<file path="src/rof_mul.sv">
// Shared 33x33 signed multiplier with registered product for the filter.
// Depends on nothing.
module rof_mul (
    input  logic               i_clk,
    input  logic signed [32:0] i_a,
    input  logic signed [32:0] i_b,
    output logic signed [65:0] o_p
);
    logic signed [65:0] r_p;
    always_ff @(posedge i_clk) begin
        r_p <= i_a * i_b;
    end
    assign o_p = r_p;
endmodule

</file>
<file path="config.mk">
export PLATFORM = sky130hd
export DESIGN_NAME = rof_mul
export DESIGN_NICKNAME = d
export VERILOG_FILES = /design/src/rof_mul.sv
export SDC_FILE = /design/constraint.sdc
export NUM_CORES = 2
export LEC_CHECK = 0
export BUFFER_PORTS_ARGS = -buffer_cell sky130_fd_sc_hd__buf_2
export CAP_MARGIN = 15
export CELL_PAD_IN_SITES_DETAIL_PLACEMENT = 0
export CELL_PAD_IN_SITES_GLOBAL_PLACEMENT = 2
export CORE_ASPECT_RATIO = 0.9
export CORE_MARGIN = 4
export CORE_UTILIZATION = 45
export DETAILED_ROUTE_END_ITERATION = 8
export PLACE_DENSITY = 0.95
export SLEW_MARGIN = 20
export SYNTH_ARGS = -nofsm -noshare
export SYNTH_HDL_FRONTEND = slang
export SYNTH_SLANG_ARGS = --single-unit
</file>
<file path="constraint.sdc">
create_clock -name i_clk -period 12.71 [get_ports i_clk]
set_input_delay 0.6355 -clock i_clk [delete_from_list [all_inputs] [get_ports i_clk]]
set_output_delay 0.6355 -clock i_clk [all_outputs]
set_load 0.005 [all_outputs]
</file>
==> flow_metrics.tcl <==
set metrics [dict create \
    status "finished, final reports clean" \
    cts.clk_slew.worst_paths_ns 0.07 \
    grt_remaining_overflow 0 \
    required_ns 13.02 \
    fp.dieH_um 293 \
    pin_count 133 \
    fin_tns_setup_ns 0 \
    critPathKind "in2reg" \
    htree_num_levels 3 \
    slowest_delay_ns 0.79 \
    hold_path_class "in2reg" \
    drc 0 \
    postCtsHoldBufs 0 \
    synth_top_area_share 0.563 \
    cts_num_sinks 66 \
    synth_cell_types 80 \
    initial_core_util 0.454 \
    routabilityCongestion 0.902 \
    hold_slack_ns 0.842 \
    crit_path_end_kind "flip-flop" \
    startpoint_type "primary input" \
    antenna_found_initial 8 \
    clock.fmax_ghz 0.118 \
    cpMostUsedCell "fa_1" \
    vias 28308 \
    hpwl_um 91700 \
    dr.pass1.iters 9 \
    worstPathCellList "buf_2 > nand2_1 > fa_1 > inv_1 > fa_1 > inv_1 > fa_1 > inv_1 > fa_1 > fa_1 > fa_1 > fa_1 > inv_1 > fa_1 > inv_1 > ha_1 > and4_1 > nand3_1 > nand2b_1 > a2111oi_4 > a211oi_4 > a21o_2 > a21o_1 > a211oi_2" \
    port_buffers 132 \
    slew_viol_final 0 \
    synth_area_leaders "fa_1, inv_1, and2_1, ha_1, nand2_1" \
    finalWirelength_um 113000 \
    numCtsBuffers 9 \
    cap_viol_max_count 0 \
    syn-cell-area_mm2 0.0407 \
    setup_viol 0 \
    synthFlopType "dfxtp_1" \
    arrival_ns 8.78 \
    post-cts-setup-buffers 0 \
    slew_headroom 0.318 \
    ant_nets 0 \
    grt_pass1_vias 31226 \
    ctsRootBufferMaster "clkbuf_16" \
    final_nets 5705 \
    syn_avg_cell_area_um2 9.39 \
    largest_reg_flops 66 \
    fin_util 0.474 \
    yosys_warnings 0 \
    routed_via_density 5.19 \
    die_area_mm2 0.0954 \
    cts_buffer_depth 2 \
    critical_path.max_fanout 33 \
    syn-num-nets 5767 \
    postPlaceCellArea_mm2 0.0421 \
    synth_edf_count 0 \
    hold_viol 0 \
    dieWidth_um 325 \
    syn_inst 4338 \
    area_delta_synth_final_pct 4.23 \
    drive_above_1_share 0.0470 \
    grt_pass1_wl_um 185000 \
    cts_tree "done" \
    ys_seq_area_frac 0.0324 \
    drt_iter0_drc 1858 \
    cp_slowest_cell "fa_1" \
    cts_resized 0 \
    grtUsageTotal 0.250 \
    grt_max_degree 34 \
    rsz0062_at_grt "no" \
    final_area_mm2 0.0425 \
    max_slew.worst_pin.slew_ns 1.02 \
    min_period_ns 8.47 \
    core-area_mm2 0.0897 \
    period_share 0.667 \
    synth_area_leader_cell "fa_1" \
    ys_ff_latch 66 \
    wl_per_cell_um 20.7 \
    async_flop_share 0 \
    rows 104 \
]
logic make-up (layout without fill, tap and decap cells):
| logic type | count (synthesis) | after routing | synth area share |
|---|---|---|---|
| fa+ha+maj | 1362 | 1362 | 0.629 |
| buf+inv | 1352 | 1295 | 0.125 |
| simple gates | 1271 | 1271 | 0.158 |
| compound gates | 219 | 219 | 0.0407 |
| xor+xnor | 68 | 68 | 0.0146 |
| flops | 66 | 66 | 0.0324 |
| other cells | 0 | 5 | 0 |
cell usage in the layout (no fill, tap or decap), drive strengths merged, types with 12 or more instances in the layout:
cell type	synthesis	final
fa	1145	1145
inv	1131	1132
and2	563	563
nand2	551	551
ha	217	217
buf	13	148
nor2	68	68
dfxtp	66	66
a21oi	61	61
xnor2	43	43
a21o	38	38
o21ai	33	33
nand3	26	26
xor2	25	25
nand2b	12	12
nand4	12	12
final cells by class:
| cell class | count | area (um^2) |
|---|---|---|
| multi-input cells | 2920 | 34300 |
| repair buffers | 148 | 781 |
| diodes | 5 | 12.5 |
| clock inverters | 6 | 90.1 |
| clock buffers | 10 | 229 |
| flip-flops and latches | 66 | 1320 |
| fillers | 8502 | 47200 |
| well taps | 1166 | 1460 |
| inverters | 1131 | 4250 |
metal layers:
metal  global-route usage  share of wire
met1                0.370           0.45
met2                0.380           0.44
met3               0.0577          0.090
met4               0.0491          0.020
met5                    0        0.00026
critical path: cells and delay by family:
family | cells | cell delay [ns]
AOI/OAI and AO/OA | 5 | 1.03
and+or+nand+nor | 4 | 1.22
adders and majority gates | 9 | 4.81
buffers and inverters | 6 | 1.07
per-stage QoR:
| stage | std cells | setup slack [ns] |
|---|---|---|
| finish | 5452 | 4.24 |
| CTS | 5447 | 3.99 |
| global placement | 5431 | 3.66 |
| detailed placement | 5431 | 3.62 |
| global route | 5447 | 3.83 |
| floorplan | 4338 | 4.84 |
cell usage after synthesis, types with 7 or more instances:
master / n
a21o_1: 36
clkbuf_1: 208
a31oi_1: 8
o21bai_1: 11
dfxtp_1: 66
nand2_1: 551
ha_1: 217
a211oi_1: 7
nor2_1: 68
and2_1: 562
inv_1: 1131
buf_2: 11
a21oi_1: 57
fa_1: 1145
o21ai_0: 25
xor2_1: 25
nand4_1: 11
nor3_1: 7
nand3_1: 25
nand2b_1: 12
xnor2_1: 43
final timing paths:
| path | startpoint | end | slack, ns | depth (start not counted) |
|---|---|---|---|---|
| worst max-delay path | i_b[9] | o_p[62] | 4.24 | 24 |
| worst min-delay path | i_b[0] | o_p[0] | 0.84 | 2 |
Power is not shown: default switching activity piles up to over one toggle a cycle in this logic, so the estimate is an artifact.
